$ cat src/design/hrgb_pkg.sv
// shared types, constants and helper functions for the hsl to rgb converter
// no dependencies; imported by every module of the block

package hrgb_pkg;

    // hue resolution: one turn is 2**HUE_BITS
    localparam int HUE_BITS = 16;

    // saturation and lightness in units of 1/256, 256 means one
    localparam int SL_W = 9;
    localparam logic [SL_W-1:0] UNIT_SL = SL_W'(256);
    localparam logic [SL_W-1:0] HALF_SL = SL_W'(128);

    // hue scaled by three, one turn is 3 * 2**HUE_BITS
    localparam int TURN_W = HUE_BITS + 2;
    localparam int WIDE_W = TURN_W + 1;
    localparam logic [WIDE_W-1:0] HUE_ONE   = WIDE_W'(64'd1 << HUE_BITS);
    localparam logic [WIDE_W-1:0] HUE_TWO   = WIDE_W'(64'd2 << HUE_BITS);
    localparam logic [WIDE_W-1:0] HUE_THREE = WIDE_W'(64'd3 << HUE_BITS);

    // q, p and q - p in units of 1/65536, at most one
    localparam int Q_W = 17;
    // ramp position 0 .. 2**HUE_BITS
    localparam int SPAN_W = HUE_BITS + 1;
    // level numerator, q * 2**HUE_BITS at most
    localparam int NUM_W = Q_W + HUE_BITS;
    localparam int FRAC_SHIFT = 16 + HUE_BITS;

    localparam int CH_W = 8;
    localparam logic [CH_W-1:0] CH_MAX = '1;

    typedef logic [HUE_BITS-1:0] hue_t;
    typedef logic [SL_W-1:0]     unit_t;
    typedef logic [TURN_W-1:0]   turn_t;
    typedef logic [SPAN_W-1:0]   span_t;
    typedef logic [Q_W-1:0]      level_t;
    typedef logic [NUM_W-1:0]    num_t;
    typedef logic [CH_W-1:0]     chan_t;

    typedef struct packed {
        turn_t r;
        turn_t g;
        turn_t b;
    } turn3_t;

    typedef struct packed {
        span_t r;
        span_t g;
        span_t b;
    } span3_t;

    typedef struct packed {
        num_t r;
        num_t g;
        num_t b;
    } num3_t;

    // values above one saturate to one
    function automatic unit_t clamp_unit(input unit_t v);
        return (v > UNIT_SL) ? UNIT_SL : v;
    endfunction

    // position on the piecewise-linear ramp: rise, flat top, fall, flat bottom
    function automatic span_t hue_span(input turn_t t);
        logic [WIDE_W-1:0] t_w;
        logic [WIDE_W-1:0] t2;
        logic [WIDE_W-1:0] back;
        span_t x;
        t_w  = {1'b0, t};
        t2   = {t, 1'b0};
        back = HUE_TWO - t_w;
        priority if (t2 < HUE_ONE)
            x = SPAN_W'(t2);
        else if (t2 < HUE_THREE)
            x = SPAN_W'(HUE_ONE);
        else if (t_w < HUE_TWO)
            x = SPAN_W'({back, 1'b0});
        else
            x = '0;
        return x;
    endfunction

    // floor(num * 255 / 2**FRAC_SHIFT), saturated to a byte
    function automatic chan_t to_byte(input num_t num);
        logic [NUM_W+7:0] scaled;
        logic [NUM_W+7-FRAC_SHIFT:0] top;
        scaled = {num, 8'b0} - {8'b0, num};
        top    = scaled[NUM_W+7:FRAC_SHIFT];
        return (top > {1'b0, CH_MAX}) ? CH_MAX : CH_W'(top);
    endfunction

endpackage

$ cat src/design/hsl_to_rgb_converter.sv
// top level of the hsl to rgb converter: five-stage pipeline ending in an output register
// depends on hrgb_pkg, hrgb_hue_stage, hrgb_level_stage, hrgb_mult_stage, hrgb_sum_stage

// Converts one HSL colour per transfer to 8-bit RGB. Hue is a fraction of a turn
// (hue / 2**16), saturation and lightness are value / 256 with anything at or above
// 256 taken as one. Each channel is floor(255 * component), saturated at 255; zero
// saturation gives grey. The block is a five-stage pipeline with a valid bit per
// stage and takes one transfer every clock cycle while the output side is ready.
// The stage depth is set by the 17 x 17 bit multiplier per channel in the third
// stage. A stage whose successor is empty or moving on keeps accepting, so bubbles
// close up while the output stalls. There is no stored state and no configuration.

module hsl_to_rgb_converter
    import hrgb_pkg::*;
(
    input  logic  clk,
    input  logic  rst_n,
    // input channel
    input  logic  in_valid,
    output logic  in_ready,
    input  hue_t  hue,
    input  unit_t saturation,
    input  unit_t lightness,
    // output channel
    output logic  out_valid,
    input  logic  out_ready,
    output chan_t red,
    output chan_t green,
    output chan_t blue
);

    // stage 1 -> 2: clamped s and l, scaled hue of each channel
    logic   s1_valid;
    logic   s1_ready;
    unit_t  s1_sat;
    unit_t  s1_light;
    turn3_t s1_turn;

    // stage 2 -> 3: p, q - p and ramp positions
    logic   s2_valid;
    logic   s2_ready;
    level_t s2_p;
    level_t s2_d;
    span3_t s2_span;

    // stage 3 -> 4: products
    logic   s3_valid;
    logic   s3_ready;
    level_t s3_p;
    num3_t  s3_prod;

    // stage 4 -> 5: level numerators
    logic   s4_valid;
    logic   s4_ready;
    num3_t  s4_num;

    // stage 5: output register
    logic   out_valid_reg;
    chan_t  red_reg;
    chan_t  green_reg;
    chan_t  blue_reg;
    chan_t  red_next;
    chan_t  green_next;
    chan_t  blue_next;

    hrgb_hue_stage u_hue
    (
        .clk        (clk),
        .rst_n      (rst_n),
        .in_valid   (in_valid),
        .in_ready   (in_ready),
        .hue        (hue),
        .saturation (saturation),
        .lightness  (lightness),
        .out_valid  (s1_valid),
        .out_ready  (s1_ready),
        .sat_out    (s1_sat),
        .light_out  (s1_light),
        .turn_out   (s1_turn)
    );

    hrgb_level_stage u_level
    (
        .clk       (clk),
        .rst_n     (rst_n),
        .in_valid  (s1_valid),
        .in_ready  (s1_ready),
        .sat_in    (s1_sat),
        .light_in  (s1_light),
        .turn_in   (s1_turn),
        .out_valid (s2_valid),
        .out_ready (s2_ready),
        .p_out     (s2_p),
        .d_out     (s2_d),
        .span_out  (s2_span)
    );

    hrgb_mult_stage u_mult
    (
        .clk       (clk),
        .rst_n     (rst_n),
        .in_valid  (s2_valid),
        .in_ready  (s2_ready),
        .p_in      (s2_p),
        .d_in      (s2_d),
        .span_in   (s2_span),
        .out_valid (s3_valid),
        .out_ready (s3_ready),
        .p_out     (s3_p),
        .prod_out  (s3_prod)
    );

    hrgb_sum_stage u_sum
    (
        .clk       (clk),
        .rst_n     (rst_n),
        .in_valid  (s3_valid),
        .in_ready  (s3_ready),
        .p_in      (s3_p),
        .prod_in   (s3_prod),
        .out_valid (s4_valid),
        .out_ready (s4_ready),
        .num_out   (s4_num)
    );

    // final scale by 255 and saturation to a byte
    always_comb
    begin
        red_next   = to_byte(s4_num.r);
        green_next = to_byte(s4_num.g);
        blue_next  = to_byte(s4_num.b);
    end

    // output register loads whenever it is empty or its result is being taken
    assign s4_ready = !out_valid_reg || out_ready;

    always_ff @(posedge clk or negedge rst_n)
    begin
        if (!rst_n)
        begin
            out_valid_reg <= 1'b0;
        end
        else if (s4_ready)
        begin
            out_valid_reg <= s4_valid;
        end
    end

    always_ff @(posedge clk)
    begin
        if (s4_valid && s4_ready)
        begin
            red_reg   <= red_next;
            green_reg <= green_next;
            blue_reg  <= blue_next;
        end
    end

    assign out_valid = out_valid_reg;
    assign red       = red_reg;
    assign green     = green_reg;
    assign blue      = blue_reg;

endmodule

$ cat src/design/hrgb_hue_stage.sv
// first pipeline stage: clamps saturation and lightness, forms the three shifted hues
// depends on hrgb_pkg

module hrgb_hue_stage
    import hrgb_pkg::*;
(
    input  logic   clk,
    input  logic   rst_n,
    input  logic   in_valid,
    output logic   in_ready,
    input  hue_t   hue,
    input  unit_t  saturation,
    input  unit_t  lightness,
    output logic   out_valid,
    input  logic   out_ready,
    output unit_t  sat_out,
    output unit_t  light_out,
    output turn3_t turn_out
);

    logic   valid_reg;
    unit_t  sat_reg;
    unit_t  light_reg;
    turn3_t turn_reg;

    logic [WIDE_W-1:0] tg_w;
    logic [WIDE_W-1:0] tr_w;
    logic [WIDE_W-1:0] tb_w;
    turn3_t turn_next;

    always_comb
    begin
        tg_w = {2'b0, hue, 1'b0} + WIDE_W'(hue);
        tr_w = tg_w + HUE_ONE;
        tb_w = tg_w + HUE_TWO;
        if (tr_w >= HUE_THREE)
        begin
            tr_w = tr_w - HUE_THREE;
        end
        if (tb_w >= HUE_THREE)
        begin
            tb_w = tb_w - HUE_THREE;
        end
        turn_next.r = TURN_W'(tr_w);
        turn_next.g = TURN_W'(tg_w);
        turn_next.b = TURN_W'(tb_w);
    end

    assign in_ready = !valid_reg || out_ready;

    always_ff @(posedge clk or negedge rst_n)
    begin
        if (!rst_n)
        begin
            valid_reg <= 1'b0;
        end
        else if (in_ready)
        begin
            valid_reg <= in_valid;
        end
    end

    always_ff @(posedge clk)
    begin
        if (in_valid && in_ready)
        begin
            sat_reg   <= clamp_unit(saturation);
            light_reg <= clamp_unit(lightness);
            turn_reg  <= turn_next;
        end
    end

    assign out_valid = valid_reg;
    assign sat_out   = sat_reg;
    assign light_out = light_reg;
    assign turn_out  = turn_reg;

endmodule

$ cat src/design/hrgb_level_stage.sv
// second pipeline stage: forms p and q - p, and the ramp position of each channel
// depends on hrgb_pkg

module hrgb_level_stage
    import hrgb_pkg::*;
(
    input  logic   clk,
    input  logic   rst_n,
    input  logic   in_valid,
    output logic   in_ready,
    input  unit_t  sat_in,
    input  unit_t  light_in,
    input  turn3_t turn_in,
    output logic   out_valid,
    input  logic   out_ready,
    output level_t p_out,
    output level_t d_out,
    output span3_t span_out
);

    localparam int W = 2 * SL_W;

    logic   valid_reg;
    level_t p_reg;
    level_t d_reg;
    span3_t span_reg;

    logic [W-1:0] ls;
    logic [W-1:0] l256;
    logic [W-1:0] s256;
    logic [W-1:0] q_w;
    logic [W-1:0] p_w;
    logic [W-1:0] d_w;
    level_t p_next;
    level_t d_next;
    span3_t span_next;

    always_comb
    begin
        ls   = W'(sat_in) * W'(light_in);
        l256 = W'({light_in, 8'b0});
        s256 = W'({sat_in, 8'b0});
        if (light_in < HALF_SL)
        begin
            q_w = l256 + ls;
        end
        else
        begin
            q_w = l256 + s256 - ls;
        end
        p_w = W'({light_in, 9'b0}) - q_w;
        d_w = q_w - p_w;
        p_next = Q_W'(p_w);
        d_next = Q_W'(d_w);
        span_next.r = hue_span(turn_in.r);
        span_next.g = hue_span(turn_in.g);
        span_next.b = hue_span(turn_in.b);
    end

    assign in_ready = !valid_reg || out_ready;

    always_ff @(posedge clk or negedge rst_n)
    begin
        if (!rst_n)
        begin
            valid_reg <= 1'b0;
        end
        else if (in_ready)
        begin
            valid_reg <= in_valid;
        end
    end

    always_ff @(posedge clk)
    begin
        if (in_valid && in_ready)
        begin
            p_reg    <= p_next;
            d_reg    <= d_next;
            span_reg <= span_next;
        end
    end

    assign out_valid = valid_reg;
    assign p_out     = p_reg;
    assign d_out     = d_reg;
    assign span_out  = span_reg;

endmodule

$ cat src/design/hrgb_mult_stage.sv
// third pipeline stage: one multiplier per channel, (q - p) times ramp position
// depends on hrgb_pkg

module hrgb_mult_stage
    import hrgb_pkg::*;
(
    input  logic   clk,
    input  logic   rst_n,
    input  logic   in_valid,
    output logic   in_ready,
    input  level_t p_in,
    input  level_t d_in,
    input  span3_t span_in,
    output logic   out_valid,
    input  logic   out_ready,
    output level_t p_out,
    output num3_t  prod_out
);

    localparam int PW = Q_W + SPAN_W;

    logic   valid_reg;
    level_t p_reg;
    num3_t  prod_reg;

    logic [PW-1:0] prod_r;
    logic [PW-1:0] prod_g;
    logic [PW-1:0] prod_b;
    num3_t prod_next;

    always_comb
    begin
        prod_r = PW'(d_in) * PW'(span_in.r);
        prod_g = PW'(d_in) * PW'(span_in.g);
        prod_b = PW'(d_in) * PW'(span_in.b);
        prod_next.r = prod_r[NUM_W-1:0];
        prod_next.g = prod_g[NUM_W-1:0];
        prod_next.b = prod_b[NUM_W-1:0];
    end

    assign in_ready = !valid_reg || out_ready;

    always_ff @(posedge clk or negedge rst_n)
    begin
        if (!rst_n)
        begin
            valid_reg <= 1'b0;
        end
        else if (in_ready)
        begin
            valid_reg <= in_valid;
        end
    end

    always_ff @(posedge clk)
    begin
        if (in_valid && in_ready)
        begin
            p_reg    <= p_in;
            prod_reg <= prod_next;
        end
    end

    assign out_valid = valid_reg;
    assign p_out     = p_reg;
    assign prod_out  = prod_reg;

endmodule

$ cat src/design/hrgb_sum_stage.sv
// fourth pipeline stage: adds the p floor to each channel product
// depends on hrgb_pkg

module hrgb_sum_stage
    import hrgb_pkg::*;
(
    input  logic   clk,
    input  logic   rst_n,
    input  logic   in_valid,
    output logic   in_ready,
    input  level_t p_in,
    input  num3_t  prod_in,
    output logic   out_valid,
    input  logic   out_ready,
    output num3_t  num_out
);

    logic  valid_reg;
    num3_t num_reg;

    num_t  base;
    num3_t num_next;

    always_comb
    begin
        base = {p_in, {HUE_BITS{1'b0}}};
        num_next.r = base + prod_in.r;
        num_next.g = base + prod_in.g;
        num_next.b = base + prod_in.b;
    end

    assign in_ready = !valid_reg || out_ready;

    always_ff @(posedge clk or negedge rst_n)
    begin
        if (!rst_n)
        begin
            valid_reg <= 1'b0;
        end
        else if (in_ready)
        begin
            valid_reg <= in_valid;
        end
    end

    always_ff @(posedge clk)
    begin
        if (in_valid && in_ready)
        begin
            num_reg <= num_next;
        end
    end

    assign out_valid = valid_reg;
    assign num_out   = num_reg;

endmodule
$ cat config.mk
export PLATFORM = sky130hd
export DESIGN_NAME = hsl_to_rgb_converter
export DESIGN_NICKNAME = d
export VERILOG_FILES = /design/src/design/hrgb_pkg.sv /design/src/design/hsl_to_rgb_converter.sv /design/src/design/hrgb_hue_stage.sv /design/src/design/hrgb_level_stage.sv /design/src/design/hrgb_mult_stage.sv /design/src/design/hrgb_sum_stage.sv
export SDC_FILE = /design/constraint.sdc
export NUM_CORES = 2
export LEC_CHECK = 0
export BUFFER_PORTS_ARGS = -buffer_cell sky130_fd_sc_hd__buf_2
export CAP_MARGIN = 20
export CORE_ASPECT_RATIO = 1.2
export CORE_MARGIN = 8
export CORE_UTILIZATION = 25
export DETAILED_ROUTE_END_ITERATION = 8
export GPL_TIMING_DRIVEN = 0
export PLACE_DENSITY = 0.42
export SETUP_SLACK_MARGIN = 0.02
export SLEW_MARGIN = 10
export SYNTH_ARGS = -nofsm -noshare
export SYNTH_HDL_FRONTEND = slang
export SYNTH_SLANG_ARGS = --single-unit
$ cat constraint.sdc
create_clock -name clk -period 10.75 [get_ports clk]
set_input_delay 2.15 -clock clk [delete_from_list [all_inputs] [get_ports clk]]
set_output_delay 2.15 -clock clk [all_outputs]
set_load 0.02 [all_outputs]
==> impl_metrics.csv <==
group,metric,value,unit
status,status,"completed",
critical_path,critical_path_class,"reg -> reg",
critical_path,r2r_end,"u_mult.prod_out[31]$_DFFE_PP_",
die,pin_count,64,
hold_path,hold_path_class,"reg -> reg",
synth,yosysTopAreaCell,"fa_1",
grt,grt_pass1_wl,221000,um
synth,synth_most_common_cell,"inv_1",
cts,holdBufCountCts,0,
drt,top_layer,"met5",
cts,cts_tree,"yes",
drt,drt_iter0_drc,1709,
synth,synth_top_flop_cell,"edfxtp_1",
final_layout,fin_util,27.8,%
critical_path,end_kind,"flop",
cts,cts_made_buffers,42,
critical_path,worstReg2RegStart,"u_level.d_out[8]$_DFFE_PP_",
grt,grt_pass1_vias,35400,
die,fp.dieH,495,um
critical_path,crit_path_frequent_cell,"fa_1",
synth,yosysSeqAreaShare,22.0,%
grt,grt_max_degree,61,
sta,tns,0,ps
critical_path,cpPeakStageDelay,910,ps
synth,synth.top_cells.by_count,"inv_1, fa_1, nand2_1, ha_1, and2_1",
grt,grtUsageTotal,14.1,%
cts,post_cts_buffers,0,
drt,wl_met3,6590,um
critical_path,worst_path_max_delay_cell,"clkbuf_1",
sta,worst_pin_slew,1190,ps
final_layout,drive_gt1_share,3.59,%
critical_path,arrival,9560,ps
synth,synthArstFlopShare,1.42,%
synth,netlist_instances,4952,
final_layout,synthToLayoutAreaGrowth,11.1,%
place,portBuffers,63,
die,dieWidth,415,um
synth,synth_edf_count,347,
drt,drc,0,
drt,drt-met1-wl,62500,um
synth,synth.avg_cell_area,9.66,um^2
die,rows,176,
grt,antenna_found_initial,20,
sta,finClkSkew,28.8,ps
synth,ys_ff_latch,352,
hold_path,whs_path_depth,0,
hold_path,hp-start,"u_mult.prod_out[37]$_DFFE_PP_",
drt,drtPass1Iterations,5,
synth,ys_types,84,
cts,clockBufferDepth,3,
sta,finalCriticalPeriod,9250,ps
flow_run,cap_viol_max_count,0,
die,initial_utilization,25.1,%
final_layout,final_cells,7633,
sta,fmaxAchievable,108,MHz
synth,syn_area,47800,um^2
sta,report.final.slew_viol_count,0,
critical_path,reg2reg_setup_slack,1500,ps
sta,setup_viol,0,
cts,cts_resized,0,
critical_path,crit_chain,"clkbuf_1, clkbuf_1, nand2_1, fa_1, fa_1, inv_1, fa_1, inv_1, fa_1, fa_1, inv_1, fa_1, ha_1, a21o_1, a21oi_1, o21ai_0, a31oi_1, o21ai_0, a211oi_1, o21a_1, nor2_1, o311ai_1",
drt,route.met2.wl,72100,um
critical_path,crit_path_max_fanout,12,
critical_path,start_kind,"flop",
sta,fin_crit_sh,86.1,%
place,place.gp.congestion,0.860,
synth,yosys-top-cells-area,"fa_1, edfxtp_1, ha_1",
place,dp_hpwl,121000,um
cts,root_buffer,"clkbuf_16",
drt,avgRoutedWirePerCell,19.1,um
synth,yosys_warnings,0,
drt,vias,33900,
cts,cts.sinks,352,
place,place_inst,7545,
critical_path,crit_family,"adder cells",
critical_path,rr_worst_depth,22,
drt,ant_nets,0,
drt,via_per_inst,4.44,
cts,clk-insertion-delay-late,640,ps
sta,timing.final.hold_violations,0,
die,die_area,206000,um^2
die,core_area,191000,um^2
hold_path,hold_end,"u_sum.num_out[37]$_DFFE_PP_",
drt,drt_wl_total,146000,um
critical_path,required,11060,ps
cts,clk_pin_slew,70,ps
final_layout,fin_nets,6339,
synth,synth.top_cell.area_share,28.0,%
critical_path,path_buf_inv,5,
cts,htree_levels,2,
sta,rsz0062_at_grt,"no",
sta,slew_headroom,20.4,%
grt,overflow,0,
[area by class of cell]
cell class	count	area [um^2]
fill	20200	138000
clock buffer	46	1070
inverter	980	3680
sequential	352	10500
buffer	170	648
tap	2492	3120
multi-input combinational	3479	33100
clock inverter	32	472
antenna	10	25.0
timing repair buffer	72	494
[per-layer routing]
metal	up-vias	global-route usage, %
met5	-	0
met4	4	4.38
met3	161	1.91
met2	637	25.0
met1	17000	17.7
li1	16100	-
[worst max-delay path by stage]
stage,slack [ps],from,to,cells past startpoint
3_5_place_dp,1570,u_level.d_out[1]$_DFFE_PP_,u_mult.prod_out[31]$_DFFE_PP_,22
6_report,1500,u_level.d_out[8]$_DFFE_PP_,u_mult.prod_out[31]$_DFFE_PP_,22
2_1_floorplan,2940,u_hue.light_out[0]$_SDFFCE_PN0P_,u_level.d_out[16]$_DFFE_PP_,35
5_1_grt,1080,u_hue.light_out[0]$_SDFFCE_PN0P_,u_level.p_out[16]$_DFFE_PP_,36
3_3_place_gp,1120,u_level.d_out[16]$_DFFE_PP_,u_mult.prod_out[31]$_DFFE_PP_,23
4_1_cts,1520,u_level.d_out[1]$_DFFE_PP_,u_mult.prod_out[31]$_DFFE_PP_,22
[stage by stage]
| step | cell area (um^2) | setup slack, ps | hold slack (ps) |
|---|---|---|---|
| 6_report | 53100 | 1500 | 411 |
| 5_1_grt | 53100 | 1080 | 417 |
| 4_1_cts | 53100 | 1520 | 406 |
| 3_3_place_gp | 51400 | 1120 | 402 |
| 3_5_place_dp | 51600 | 1570 | 405 |
| 2_1_floorplan | 47900 | 2940 | 400 |
[kinds of logic (layout without fill, tap and decap cells)]
| group | Yosys count | after routing | synth area share, % |
|---|---|---|---|
| simple gates | 1410 | 1410 | 14.4 |
| fa+ha+maj | 1204 | 1204 | 42.0 |
| buf+inv | 1150 | 1300 | 9.04 |
| compound gates | 614 | 614 | 8.37 |
| flops | 352 | 352 | 22.0 |
| xor+xnor | 212 | 212 | 3.94 |
| mux | 8 | 8 | 0.186 |
| other cells | 2 | 41 | 0.0157 |
[layout by cell type (no fill, tap or decap), types with 7 or more instances in the layout]
master / count
a2111oi_0: 7
a211oi_1: 16
a21boi_0: 10
a21o_1: 83
a21oi_1: 158
a22o_1: 7
a31oi_1: 10
and2_1: 369
and3_1: 20
buf_2: 64
bufinv_16: 9
clkbuf_1: 168
clkbuf_16: 42
conb_1: 31
diode_2: 10
edfxtp_1: 347
fa_1: 669
ha_1: 535
inv_1: 980
nand2_1: 588
nand2b_1: 18
nand3_1: 50
nand3b_1: 7
nand4_1: 16
nor2_1: 157
nor2b_1: 45
nor3_1: 61
nor4_1: 16
o211ai_1: 17
o21a_1: 21
o21ai_0: 138
o21bai_1: 37
o31ai_1: 42
or2_2: 10
or3_1: 26
xnor2_1: 168
xor2_1: 42
Power is left out: the tool's default activity adds up to more than one toggle a clock period on the data nets, which glitch-free logic cannot reach.
